## config.mk

```make
export PLATFORM = sky130hd
export DESIGN_NAME = vrm_alu
export DESIGN_NICKNAME = d
export VERILOG_FILES = /design/src/design/vrm_pkg.sv /design/src/design/vrm_alu.sv
export SDC_FILE = /design/constraint.sdc
export NUM_CORES = 1
export LEC_CHECK = 0
export BUFFER_PORTS_ARGS = -buffer_cell sky130_fd_sc_hd__clkbuf_2
export CORE_UTILIZATION = 50
export DETAILED_ROUTE_END_ITERATION = 12
export GPL_ROUTABILITY_DRIVEN = 1
export PLACE_DENSITY = 0.83
export REMOVE_ABC_BUFFERS = 1
export SYNTH_ARGS = -nofsm -noshare
export SYNTH_HDL_FRONTEND = slang
export SYNTH_SLANG_ARGS = --single-unit
```

## constraint.sdc

```tcl
create_clock -name vclk -period 10.85
set_input_delay 2.17 -clock vclk [all_inputs]
set_output_delay 2.17 -clock vclk [all_outputs]
set_load 0.01 [all_outputs]
```

## src/design/vrm_pkg.sv

```systemverilog
`timescale 1ns / 1ps

package vrm_pkg;

    // data and configuration widths
    localparam int DATA_W    = 64;
    localparam int HALF_W    = 32;
    localparam int CFG_W     = 11;
    localparam int CFG_IDX_W = 2;
    localparam int OP_W      = 2;
    localparam int VLEN_W    = 11;
    localparam int NSRC_W    = 7;

    // configuration register indexes
    localparam logic [CFG_IDX_W-1:0] REG_REDUCE_OP     = 2'd0;
    localparam logic [CFG_IDX_W-1:0] REG_WIDE_MODE     = 2'd1;
    localparam logic [CFG_IDX_W-1:0] REG_VECTOR_LENGTH = 2'd2;
    localparam logic [CFG_IDX_W-1:0] REG_NUM_SOURCES   = 2'd3;

    // combining operations, the unused code sums
    localparam logic [OP_W-1:0] OP_MAX = 2'd0;
    localparam logic [OP_W-1:0] OP_MIN = 2'd1;
    localparam logic [OP_W-1:0] OP_SUM = 2'd2;

    // reset values of the registers
    localparam logic [OP_W-1:0]   RST_REDUCE_OP     = OP_SUM;
    localparam logic              RST_WIDE_MODE     = 1'b1;
    localparam logic [VLEN_W-1:0] RST_VECTOR_LENGTH = 11'd1;
    localparam logic [NSRC_W-1:0] RST_NUM_SOURCES   = 7'd1;

    // per-word control flags from the sequencer
    typedef struct packed {
        logic first;   // first source: store the word without combining
        logic emit;    // last source: the reduced word goes out
        logic last;    // final index of the vector
    } t_item_ctl;

    // sign-extend the low half of a word
    function automatic logic [DATA_W-1:0] sext32(input logic [DATA_W-1:0] v);
        return {{(DATA_W-HALF_W){v[HALF_W-1]}}, v[HALF_W-1:0]};
    endfunction

endpackage

```

## src/design/vrm_alu.sv

```systemverilog
`timescale 1ns / 1ps

module vrm_alu (
    input  logic [vrm_pkg::OP_W-1:0]   i_op,
    input  logic                       i_wide,
    input  logic                       i_first,
    input  logic [vrm_pkg::DATA_W-1:0] i_acc,
    input  logic [vrm_pkg::DATA_W-1:0] i_x,
    output logic [vrm_pkg::DATA_W-1:0] o_result
);
    import vrm_pkg::*;

    logic [DATA_W-1:0] xn;
    logic [DATA_W-1:0] comb;
    logic [DATA_W-1:0] wrapped;

    // narrow mode takes the low half as a signed word
    assign xn = i_wide ? i_x : sext32(i_x);

    // signed max, signed min or wrapping sum
    always_comb begin
        case (i_op)
            OP_MAX:  comb = ($signed(i_acc) < $signed(xn)) ? xn : i_acc;
            OP_MIN:  comb = ($signed(xn) < $signed(i_acc)) ? xn : i_acc;
            default: comb = i_acc + xn;
        endcase
    end

    assign wrapped  = i_wide ? comb : sext32(comb);
    assign o_result = i_first ? xn : wrapped;

endmodule

```

-- After elaboration in Yosys (flattened, before gate mapping)
Index checks and enable logic that the tools add are counted.
- bits in registers: 0
- input port bits: 132
- $add $sub $neg: 1
- order comparisons: 2
- equal/unequal tests: 1
- muxes and demuxes: 6
- reductions and logical operators: 1
- operator list (kind ; number):
    2-to-1 mux 64 bit ; 5
    < comparator 64 bit ; 2
    one-hot mux 64 bit (2 select lines) ; 1
    adder 64 bit ; 1
    == test 2 x 1 -> 1 bit, second input constant ; 1
    zero test 2 bit ; 1

-- Longest topological paths before layout
- depth in word-level cells: 6
- mapped depth: 21
- mapped depth without buffers: 15

-- Least setup slack after synthesis
OpenSTA, ideal clock, no wires.
- kind: input to output
- from: in i_wide
- to: out o_result[59] in the netlist's numbering
- arrival time: 6216 ps
- data required time: 8680 ps
- path slack: 2464 ps
- stages on the path: 18
- path through: clkbuf_1 > nand2b_1 > clkbuf_1 > clkbuf_1 > nand2_1 > ha_1 > buf_2 > inv_1 > a21oi_1 > o31ai_1 > a221o_1 > a31oi_1 > a21boi_2 > o211ai_1 > a21bo_1 > a311o_1 > mux2_1 > a311oi_1
- cells in the longest elaborated chain, start to end: 6
- elaborated cells between the ends (all ways): 9
- those cells by class: 1 x add/sub; 2 x order compare; 6 x mux
- RTL lines (item ; RTL line ; source):
    from (decl) ; vrm_alu.sv:5 ; input logic i_wide,
    2-to-1 mux 64 bit ; vrm_alu.sv:18 ; assign xn = i_wide ? i_x : sext32(i_x);
    < comparator 64 bit (on tied branches) ; vrm_alu.sv:24, vrm_alu.sv:23 ;
    2-to-1 mux 64 bit (on tied branches) ; vrm_alu.sv:24, vrm_alu.sv:23 ;
    one-hot mux 64 bit (2 select lines) ; vrm_alu.sv:22 ; case (i_op)
    2-to-1 mux 64 bit ; vrm_alu.sv:29 ; assign wrapped = i_wide ? comb : sext32(comb);
    2-to-1 mux 64 bit * ; vrm_alu.sv:30 ; assign o_result = i_first ? xn : wrapped;
    to (decl) ; vrm_alu.sv:9 ; output logic [vrm_pkg::DATA_W-1:0] o_result
Every way passes the cells marked *; elsewhere a longest branch is shown, timed or not.

-- Worst setup path after layout
- from: in i_wide
- to: out o_result[35] in the netlist's numbering
The elaborated chain is that of the path after synthesis.

==> results.md <==
- First-pass GRT wire length: between 40000 and 50000 um
- Post-CTS Setup Bufs: 0
- Most frequent cells in the layout: clkbuf_2, nand2_1, inv_1, ha_1
- PwrDens: 70.59 nW/um^2
- Area Overhead vs Synth: 11.28%
- Routed Antenna Nets: 0
- Outcome: complete, no violations
- Hold Path End: o_result[22]
- Chip Height: 129.5 um
- WS Path Type: input pin to output pin
- Die area: 16770 um^2
- Most common cell after layout, fill and taps aside: clkbuf_2
- Final TNS setup: 0 ns
- Vias in the first global route: 8761
- Worst path max stage delay: 0.68 ns
- Pre-antenna DRT Iters: 9
- Final WL: 28360 um
- Avg WL per Cell: 17.65 um
- Share of cells above drive strength 1: between 10% and 20%
- Cell area after technology mapping: around 8000 um^2
- Cts hold-fix bufs: 0
- Antenna Cells: 0
- Final Max Tran Viols: 0
- Sequential share of the synthesized area: 0%
- Worst-path fanout max: 32
- Finish-stage setup viols: 0
- Vias per inst: 6.260
- CP endpoint kind: output pin
- FF+latch area: 0 um^2
- Synth unique cells: between 80 and 90
- Fill cells: 1624
- Pre-CTS setup slack: around 1.6 ns
- Row cnt: 46
- CP required: 8.68 ns
- DR iter-0 viols: 1296
- Syn_area_per_cell: ~6.4 um^2
- Grt total ovfl: 0
- Period utilization: a little under 90%
- I/O pins: 196
- Worst hold path class: input pin to output pin
- Worst-path cell chain: clkbuf_2 -> nand2b_1 -> buf_4 -> nand2_1 -> ha_1 -> nand4_2 -> nor4_4 -> nand3_1 -> nor3_1 -> a311oi_2 -> a22oi_2 -> or2_2 -> buf_4 -> o21ai_0 -> o21ai_0 -> a21oi_1 -> a211oi_1 -> clkbuf_2
- Num sequential: 0
- Clock buf count: 0
- Fin. Hold Viols: 0
- Initial antenna violation count: 2
- Fmax: 0.1061 GHz
- Worst-margin pin slew: 1.166 ns
- Worst setup margin: 1.425 ns
- YS warnings: 0
- Overall Global Routing Usage: 32.35%
- Core area: 15890 um^2
- Hold depth: 4
- Die Wd: between 100 and 150 um
- Unrepaired setup endpoints after global routing: false
- Max-cap check violation count: 0
- Startpoint class of the critical path: input pin
- Peak supply drop: 0.00003024 V
- DRC: 0
- GPL Wtd Cong: 0.9937
- CP arrival: 7.26 ns
- Minimum clock period: around 9.4 ns
- Resized cells post-CTS: 0
- # port buffers: 196
- Placed cells: 1607
- CP max-delay cell: ha_1
- Non-Filler Instances: 1607
- Rel. slew slack: 22.26%
- Vias: 10060
- Leak pwr: 4.391 nW
- Largest net degree at the start of global routing: between 50 and 60
- Hold_sp: i_x[22]
- Post-Synthesis Cells: 1269
- Nets: 1653
- Post-DP HPWL: 22970 um
- Initial Utilization: 51.18%
==> power breakdown <==
part / internal [mW] / switching (mW) / leakage, nW
combinational: 0.244 / 0.394 / 4.39
clock: 0 / 0 / 0
sequential: 0 / 0 / 0
==> through the flow <==
stage | instance area (um^2) | total power, mW | hold slack (ns) | util (%)
after global placement | 9047 | 0.6178 | 4.684 | 56.95
after global routing | 9047 | 0.6986 | 4.708 | 56.95
after detailed placement | 9047 | 0.6234 | 4.689 | 56.95
final | 9047 | 0.6387 | 4.694 | 56.95
after floorplan | 7736 | 0.4229 | 4.423 | -
after CTS | 9047 | 0.6267 | 4.690 | 56.95
==> final cells by class <==
cell class                 count  area (um^2)  area share, %
inverter                     130        488.0          5.393
multi-input combinational   1057         7248          80.11
tap                          216        270.3          2.987
timing repair buffer         204         1041          11.51
==> synth_stat cells (all sizes together), types with 10 or more instances <==
library cell / n / share of area (%)
nand3: 24 / 1.5
o31ai: 22 / 2.0
a221oi: 12 / 1.3
nor2: 122 / 5.7
o21bai: 17 / 1.6
nor4: 27 / 2.3
buf: 38 / 2.8
nand2b: 12 / 0.92
xnor2: 45 / 4.8
nor2b: 26 / 2.0
a222oi: 29 / 3.6
clkbuf: 44 / 2.1
nor3: 24 / 1.5
nand2: 136 / 6.3
o21ai: 87 / 5.4
o211ai: 15 / 1.4
ha: 127 / 20
a211oi: 26 / 2.8
a311oi: 10 / 1.2
a31oi: 17 / 1.3
inv: 129 / 6.0
nand4: 14 / 1.2
a21oi: 122 / 7.6
==> worst max-delay path by stage <==
stage | from | endpoint | slack [ns]
3_3_place_gp | i_wide | o_result[37] | 1.77
5_1_grt | i_wide | o_result[35] | 1.08
6_report | i_wide | o_result[35] | 1.42
2_1_floorplan | i_wide | o_result[56] | 1.70
4_1_cts | i_wide | o_result[37] | 1.58
3_5_place_dp | i_wide | o_result[37] | 1.57
==> routing by layer <==
| metal | share of wire [%] | up-vias | routed length, um | GRT usage [%] |
|---|---|---|---|---|
| li1 | - | 4892 | - | - |
| met1 | 43 | 4579 | 12100 | 43.48 |
| met2 | 46 | 530 | 12970 | 55.50 |
| met3 | 9.2 | 57 | 2609 | 3.220 |
| met4 | 2.3 | 2 | 663 | 7.250 |
| met5 | 0.046 | - | 13 | 0 |
==> cell families (layout without fill, tap and decap cells) <==
kind of cell / after synthesis / count (layout) / synth area share [%]
compound gates: 430 / 430 / 36.17
simple gates: 431 / 431 / 25.39
buf+inv: 212 / 334 / 10.85
fa+ha+maj: 128 / 128 / 19.79
xor+xnor: 54 / 54 / 5.817
mux: 14 / 14 / 1.985
==> worst max-delay path: cells and delay by family <==
family                   cells  cell delay [ns]
AO/OA/AOI/OAI                6             1.22
buffers and inverters        4             1.18
adder cells (fa/ha/maj)      1             0.68
AND/OR/NAND/NOR              7             1.97
Note: power is estimated with default switching activity, not from simulation.
