### src/design/vrm_pkg.sv
`timescale 1ns / 1ps

package vrm_pkg;

    // data and configuration widths
    localparam int DATA_W    = 64;
    localparam int HALF_W    = 32;
    localparam int CFG_W     = 11;
    localparam int CFG_IDX_W = 2;
    localparam int OP_W      = 2;
    localparam int VLEN_W    = 11;
    localparam int NSRC_W    = 7;

    // configuration register indexes
    localparam logic [CFG_IDX_W-1:0] REG_REDUCE_OP     = 2'd0;
    localparam logic [CFG_IDX_W-1:0] REG_WIDE_MODE     = 2'd1;
    localparam logic [CFG_IDX_W-1:0] REG_VECTOR_LENGTH = 2'd2;
    localparam logic [CFG_IDX_W-1:0] REG_NUM_SOURCES   = 2'd3;

    // combining operations, the unused code sums
    localparam logic [OP_W-1:0] OP_MAX = 2'd0;
    localparam logic [OP_W-1:0] OP_MIN = 2'd1;
    localparam logic [OP_W-1:0] OP_SUM = 2'd2;

    // reset values of the registers
    localparam logic [OP_W-1:0]   RST_REDUCE_OP     = OP_SUM;
    localparam logic              RST_WIDE_MODE     = 1'b1;
    localparam logic [VLEN_W-1:0] RST_VECTOR_LENGTH = 11'd1;
    localparam logic [NSRC_W-1:0] RST_NUM_SOURCES   = 7'd1;

    // per-word control flags from the sequencer
    typedef struct packed {
        logic first;   // first source: store the word without combining
        logic emit;    // last source: the reduced word goes out
        logic last;    // final index of the vector
    } t_item_ctl;

    // sign-extend the low half of a word
    function automatic logic [DATA_W-1:0] sext32(input logic [DATA_W-1:0] v);
        return {{(DATA_W-HALF_W){v[HALF_W-1]}}, v[HALF_W-1:0]};
    endfunction

endpackage

### src/design/vrm_seq.sv
`timescale 1ns / 1ps

module vrm_seq #(
    parameter int MAX_VECTOR_LEN = 1024,
    parameter int MAX_SOURCES    = 64,
    localparam int IW = (MAX_VECTOR_LEN > 1) ? $clog2(MAX_VECTOR_LEN) : 1,
    localparam int SW = (MAX_SOURCES > 1) ? $clog2(MAX_SOURCES) : 1
) (
    input  logic                          i_clk,
    input  logic                          i_rst_n,
    input  logic                          i_cfg_we,
    input  logic [vrm_pkg::CFG_IDX_W-1:0] i_cfg_index,
    input  logic [vrm_pkg::CFG_W-1:0]     i_cfg_data,
    input  logic                          i_adv,
    output logic [vrm_pkg::OP_W-1:0]      o_op,
    output logic                          o_wide,
    output logic [IW-1:0]                 o_col,
    output logic [IW-1:0]                 o_len_m1,
    output vrm_pkg::t_item_ctl            o_ctl
);
    import vrm_pkg::*;

    logic [OP_W-1:0]   r_op;
    logic              r_wide;
    logic [VLEN_W-1:0] r_vlen;
    logic [NSRC_W-1:0] r_nsrc;
    logic [IW-1:0]     r_col, n_col;
    logic [SW-1:0]     r_src, n_src;
    logic [IW-1:0]     len_m1;
    logic [SW-1:0]     src_m1;

    // effective length and source count, zero acts as one, large values saturate
    always_comb begin
        if (r_vlen == '0) begin
            len_m1 = '0;
        end else if (32'(r_vlen) > 32'(MAX_VECTOR_LEN)) begin
            len_m1 = IW'(MAX_VECTOR_LEN - 1);
        end else begin
            len_m1 = IW'(r_vlen - 1'b1);
        end
        if (r_nsrc == '0) begin
            src_m1 = '0;
        end else if (32'(r_nsrc) > 32'(MAX_SOURCES)) begin
            src_m1 = SW'(MAX_SOURCES - 1);
        end else begin
            src_m1 = SW'(r_nsrc - 1'b1);
        end
    end

    // index runs fastest, source steps at the end of each vector
    always_comb begin
        if (r_col == len_m1) begin
            n_col = '0;
            n_src = (r_src == src_m1) ? '0 : r_src + 1'b1;
        end else begin
            n_col = r_col + 1'b1;
            n_src = r_src;
        end
    end

    // configuration registers and position counters
    always_ff @(posedge i_clk) begin
        if (!i_rst_n) begin
            r_op   <= RST_REDUCE_OP;
            r_wide <= RST_WIDE_MODE;
            r_vlen <= RST_VECTOR_LENGTH;
            r_nsrc <= RST_NUM_SOURCES;
            r_col  <= '0;
            r_src  <= '0;
        end else if (i_cfg_we) begin
            unique case (i_cfg_index)
                REG_REDUCE_OP:     r_op   <= i_cfg_data[OP_W-1:0];
                REG_WIDE_MODE:     r_wide <= i_cfg_data[0];
                REG_VECTOR_LENGTH: r_vlen <= i_cfg_data[VLEN_W-1:0];
                REG_NUM_SOURCES:   r_nsrc <= i_cfg_data[NSRC_W-1:0];
                default:           r_op   <= r_op;
            endcase
            // any write restarts the stream
            r_col <= '0;
            r_src <= '0;
        end else if (i_adv) begin
            r_col <= n_col;
            r_src <= n_src;
        end
    end

    assign o_op      = r_op;
    assign o_wide    = r_wide;
    assign o_col     = r_col;
    assign o_len_m1  = len_m1;
    assign o_ctl.first = (r_src == '0);
    assign o_ctl.emit  = (r_src == src_m1);
    assign o_ctl.last  = (r_col == len_m1);

endmodule

### config.mk
export PLATFORM = sky130hd
export DESIGN_NAME = vrm_seq
export DESIGN_NICKNAME = d
export VERILOG_FILES = /design/src/design/vrm_pkg.sv /design/src/design/vrm_seq.sv
export SDC_FILE = /design/constraint.sdc
export NUM_CORES = 1
export LEC_CHECK = 0
export BUFFER_PORTS_ARGS = -buffer_cell sky130_fd_sc_hd__buf_2
export CORE_UTILIZATION = 59
export DETAILED_ROUTE_END_ITERATION = 8
export PLACE_DENSITY = 0.82
export SLEW_MARGIN = 20
export SYNTH_ARGS = -nofsm -noshare
export SYNTH_HDL_FRONTEND = slang
export SYNTH_SLANG_ARGS = --single-unit
export TNS_END_PERCENT = 5
### constraint.sdc
create_clock -name i_clk -period 9.4 [get_ports i_clk]
set_input_delay 1.88 -clock i_clk [delete_from_list [all_inputs] [get_ports i_clk]]
set_output_delay 1.88 -clock i_clk [all_outputs]
set_load 0.05 [all_outputs]
After elaboration in Yosys (flattened, before gate mapping) --
Cells that the tools add are included.
Operators by class: $add $sub $neg 4, order comparisons 2, equal/unequal tests 5, muxes and demuxes 6, bitwise operators 1, reduce and logical (&&, ||, !) cells 10
Operators by type and width (number):
- 10-bit two-way mux | 3
- 6-bit two-way mux | 3
- 11-bit > comparator, second input constant | 1
- 11-bit logical NOT | 1
- 10-bit by 1-bit adder with 10-bit output, second input constant | 1
- 10-bit equality test | 1
- 2-bit AND reduction | 5
- 10-bit by 1-bit subtractor with 10-bit output, second input constant | 1
- 7-bit > comparator, second input constant | 1
- 7-bit logical NOT | 1
- 6-bit by 1-bit adder with 6-bit output, second input constant | 1
- 6-bit equality test | 1
- 6-bit logical NOT | 1
- 6-bit by 1-bit subtractor with 6-bit output, second input constant | 1
- 2-bit equality test, second input constant | 2
- 2-bit by 1-bit equality test with 1-bit output, second input constant | 1
- 2-bit logical NOT | 1
- 2-bit OR reduction | 1
- 1-bit inverter | 1
Storage, ports and cells: register bits after elaboration 37, logic and storage cells 34

Logic depth before layout (Yosys ltp) --
depth in word-level cells 5, mapped depth 11, depth with buffers taken out 9

Worst setup path before layout --
No wires, ideal clock.
path kind register to output, start register r_vlen[7], end output o_ctl[0] (netlist bit), arrival 3.360 ns, required time 7.520 ns, path slack 4.160 ns, stages on the path, launching flop included 8, cells stage by stage dfxtp_1 > buf_2 > or4_1 > nor3_1 > o21ai_0 > a221o_1 > or3_1 > nor2_1
RTL lines:
- from (decl) | RTL line vrm_seq.sv:25 | logic [VLEN_W-1:0] r_vlen;
- from (signal assigned) | RTL line vrm_seq.sv:74 | REG_VECTOR_LENGTH: r_vlen <= i_cfg_data[VLEN_W-1:0];
- to (decl) | RTL line vrm_seq.sv:19 | output vrm_pkg::t_item_ctl o_ctl

==> impl_metrics.ini <==
[status]
outcome = finished, final reports clean

[die]
die_y_um = 69.7
die_x_um = 69.7
io_pins = 43
num_rows = 24
initial_utilization_pct = 61.7
die-area_um2 = 4860
core-area_um2 = 4380

[layout]
nNetsFinal = 402
utilization_pct = 68.7
final-seq-area_um2 = 741
antenna_cells = 0
drive_gt1_share_pct = 16.1
syn_to_final_growth_pct = 11.3
final_cells = 432
num-fill-cells = 387
multi_input_area_um2 = 1790

[route]
drt-met1-wl_mm = 3.09
wl_met2_mm = 3.19
wl_met3_um = 385
top_layer_used = met4
wl_per_cell_um = 15.6
drc = 0
dr.pass1.iters = 5
via_per_inst = 6.28
drt.antenna.violating_nets = 0
drt_wl_total_mm = 6.73
drt_iter0_markers = 187
dr_total_vias = 2713

[power]
swShare_pct = 32.5
seq_power_share_pct = 40.3
p_int_uw = 280
combPwrFrac_pct = 25.1
fin_total_pwr_uw = 415
netSwitchingPower_uw = 135
p_clk_share_pct = 34.7
p_per_area_nw_per_um2 = 138
ir_worst_vdd_v = 0.0000854
p_leak_uw = 0.00123

[job]
cap_viol_max_count = 0

[worst_setup_path]
cp.required_ps = 7520
crit_type = reg2out
cp-start-kind = flip-flop
arrival_ps = 3410
endpoint_kind = output pin
cp_max_fo = 14

[global_routing]
antenna_found_initial = 0
grt_overflow = 0
grt_usage_pct = 28.0
grt_pass1_vias = 2426
grt_pass1_wl_mm = 11.1
grt_max_degree = 24

[yosys]
yosysWarningCount = 0
synth_fp_nets = 373
synth.avg_cell_area_um2 = 7.73
synth_edf_count = 0
synth-seq-area-share_pct = 27.4
ys_dominant_reg_cell = dfxtp_1
syn_inst = 350
synth_cell_types = 60
yosys_register_bits = 37
netlist_area_um2 = 2710
synthArstFlopShare_pct = 0

[clock_tree]
htree_levels = 2
cts_sinks = 37
cts-root-buf = clkbuf_8
postCtsHoldBufs = 0
cts.repair.resized = 0
cts_tree = built
post-cts-setup-buffer-count = 0
clkLatencyLatePin_ps = 290
path_clk_slew_ps = 70
cts_buffers = 5
clk_path_buf_depth = 2

[placement]
portBuffers = 42
dpl.hpwl_mm = 5.05
dp.cells = 424
pre_cts_slack_ps = 4440
place_congestion = 0.924

[timing]
fin_crit_ps = 5290
setup_slack_ps = 4110
worst_clock_skew_ps = 6.50
finalSetupViolCount = 0
min_period_over_period_pct = 56.3
hold_viol = 0
tns_ps = 0
slew_violations = 0
fmax_mhz = 189
rsz0062_at_grt = no
slew_headroom_pct = 53.9
tightest_slew_ps = 686

[hold_path]
hold_class = reg2reg
## Yosys cell counts (all sizes together), types with 9 or more instances
cell,number,area [µm²]
clkbuf,14,52.6
nand2,42,158
dfxtp,37,741
nor2,15,56.3
a21oi,10,50.1
xor2,11,96.3
a21boi,10,75.1
nand4,9,56.3
o21ai,11,58.8
nor3,19,100
mux2i,11,110
nor2b,17,106
inv,23,86.3
## state kept, by name, indices dropped and copies added (netlist names)
name    cells
o_col      10
o_op        2
r_nsrc      7
o_wide      1
r_src       6
r_vlen     11
## cell type report
class                           count  area share (%)
Multi-Input combinational cell    270            59.6
Clock inverter                      1           0.997
Inverter                           23            2.87
Timing Repair Buffer               42            6.98
Clock buffer                        7            2.87
Tap cell                           52            2.16
Sequential cell                    37            24.6
## power groups by stage
stage / logic (µW) / registers [µW] / clock network, µW
after floorplan: 80.2 / 170 / 0
after global placement: 101 / 170 / 0
after detailed placement: 103 / 171 / 0
after CTS: 103 / 167 / 146
after global routing: 112 / 168 / 152
final: 104 / 167 / 144
## cell families (layout without fill, tap and decap cells)
family                     count (synthesis)  count (layout)  share of synthesized area (%)
buffers and inverters                     43              73                           6.33
adders and majority gates                  7               7                           3.14
and+or+nand+nor                          159             159                           32.5
xor gates and xnor gates                  16              16                           5.18
muxes                                     11              11                           4.07
DFF                                       37              37                           27.4
AOI/OAI and AO/OA                         77              77                           21.4
## critical path: stages, from the launching register on
cell and delay [ps]:
dfxtp_1 340, inv_1 100, ha_1 410, nor3b_1 380
a211oi_1 160, or4_1 540, a222oi_1 400, nand4_1 310
nor2_1 200, buf_2 280
## path summary, 6_finish.rpt
check	from	end	slack [ps]	cells past startpoint
min reg2reg	o_op[1]$_SDFFE_PN1P_	o_op[1]$_SDFFE_PN1P_	480	2
max	r_vlen[0]$_SDFFE_PN1P_	o_ctl[0]	4110	9
min	o_op[1]$_SDFFE_PN1P_	o_op[1]$_SDFFE_PN1P_	480	2
max reg2reg	r_vlen[0]$_SDFFE_PN1P_	r_src[1]$_SDFFE_PP0P_	5790	9
## routing by layer
metal,GRT usage (%),up-vias
met3,5.96,6
met4,4.89,0
met5,0,-
met2,47.1,101
li1,-,1338
met1,37.4,1268
## per-stage QoR
stage | hold WS [ps] | cell area [µm²]
global route | 522 | 3010
CTS | 484 | 3010
floorplan | 480 | 2710
detailed placement | 461 | 2900
finish | 483 | 3010
global placement | 453 | 2900
## cell usage in the layout (no fill, tap or decap), drive strengths merged, types with 6 or more instances in the layout
| cell | netlist | layout |
|---|---|---|
| nand3 | 8 | 8 |
| xor2 | 11 | 11 |
| mux2i | 11 | 11 |
| ha | 6 | 6 |
| clkbuf | 14 | 7 |
| or4 | 7 | 7 |
| nand4 | 9 | 9 |
| nor2 | 15 | 15 |
| inv | 23 | 23 |
| o21ai | 11 | 11 |
| nand2b | 8 | 8 |
| nor2b | 17 | 17 |
| nor3 | 19 | 19 |
| dfxtp | 37 | 37 |
| buf | 6 | 42 |
| a21oi | 10 | 10 |
| or3 | 7 | 7 |
| a21boi | 10 | 10 |
| nand2 | 42 | 42 |
| a32o | 6 | 6 |
Note: power is estimated with default switching activity, not from simulation.
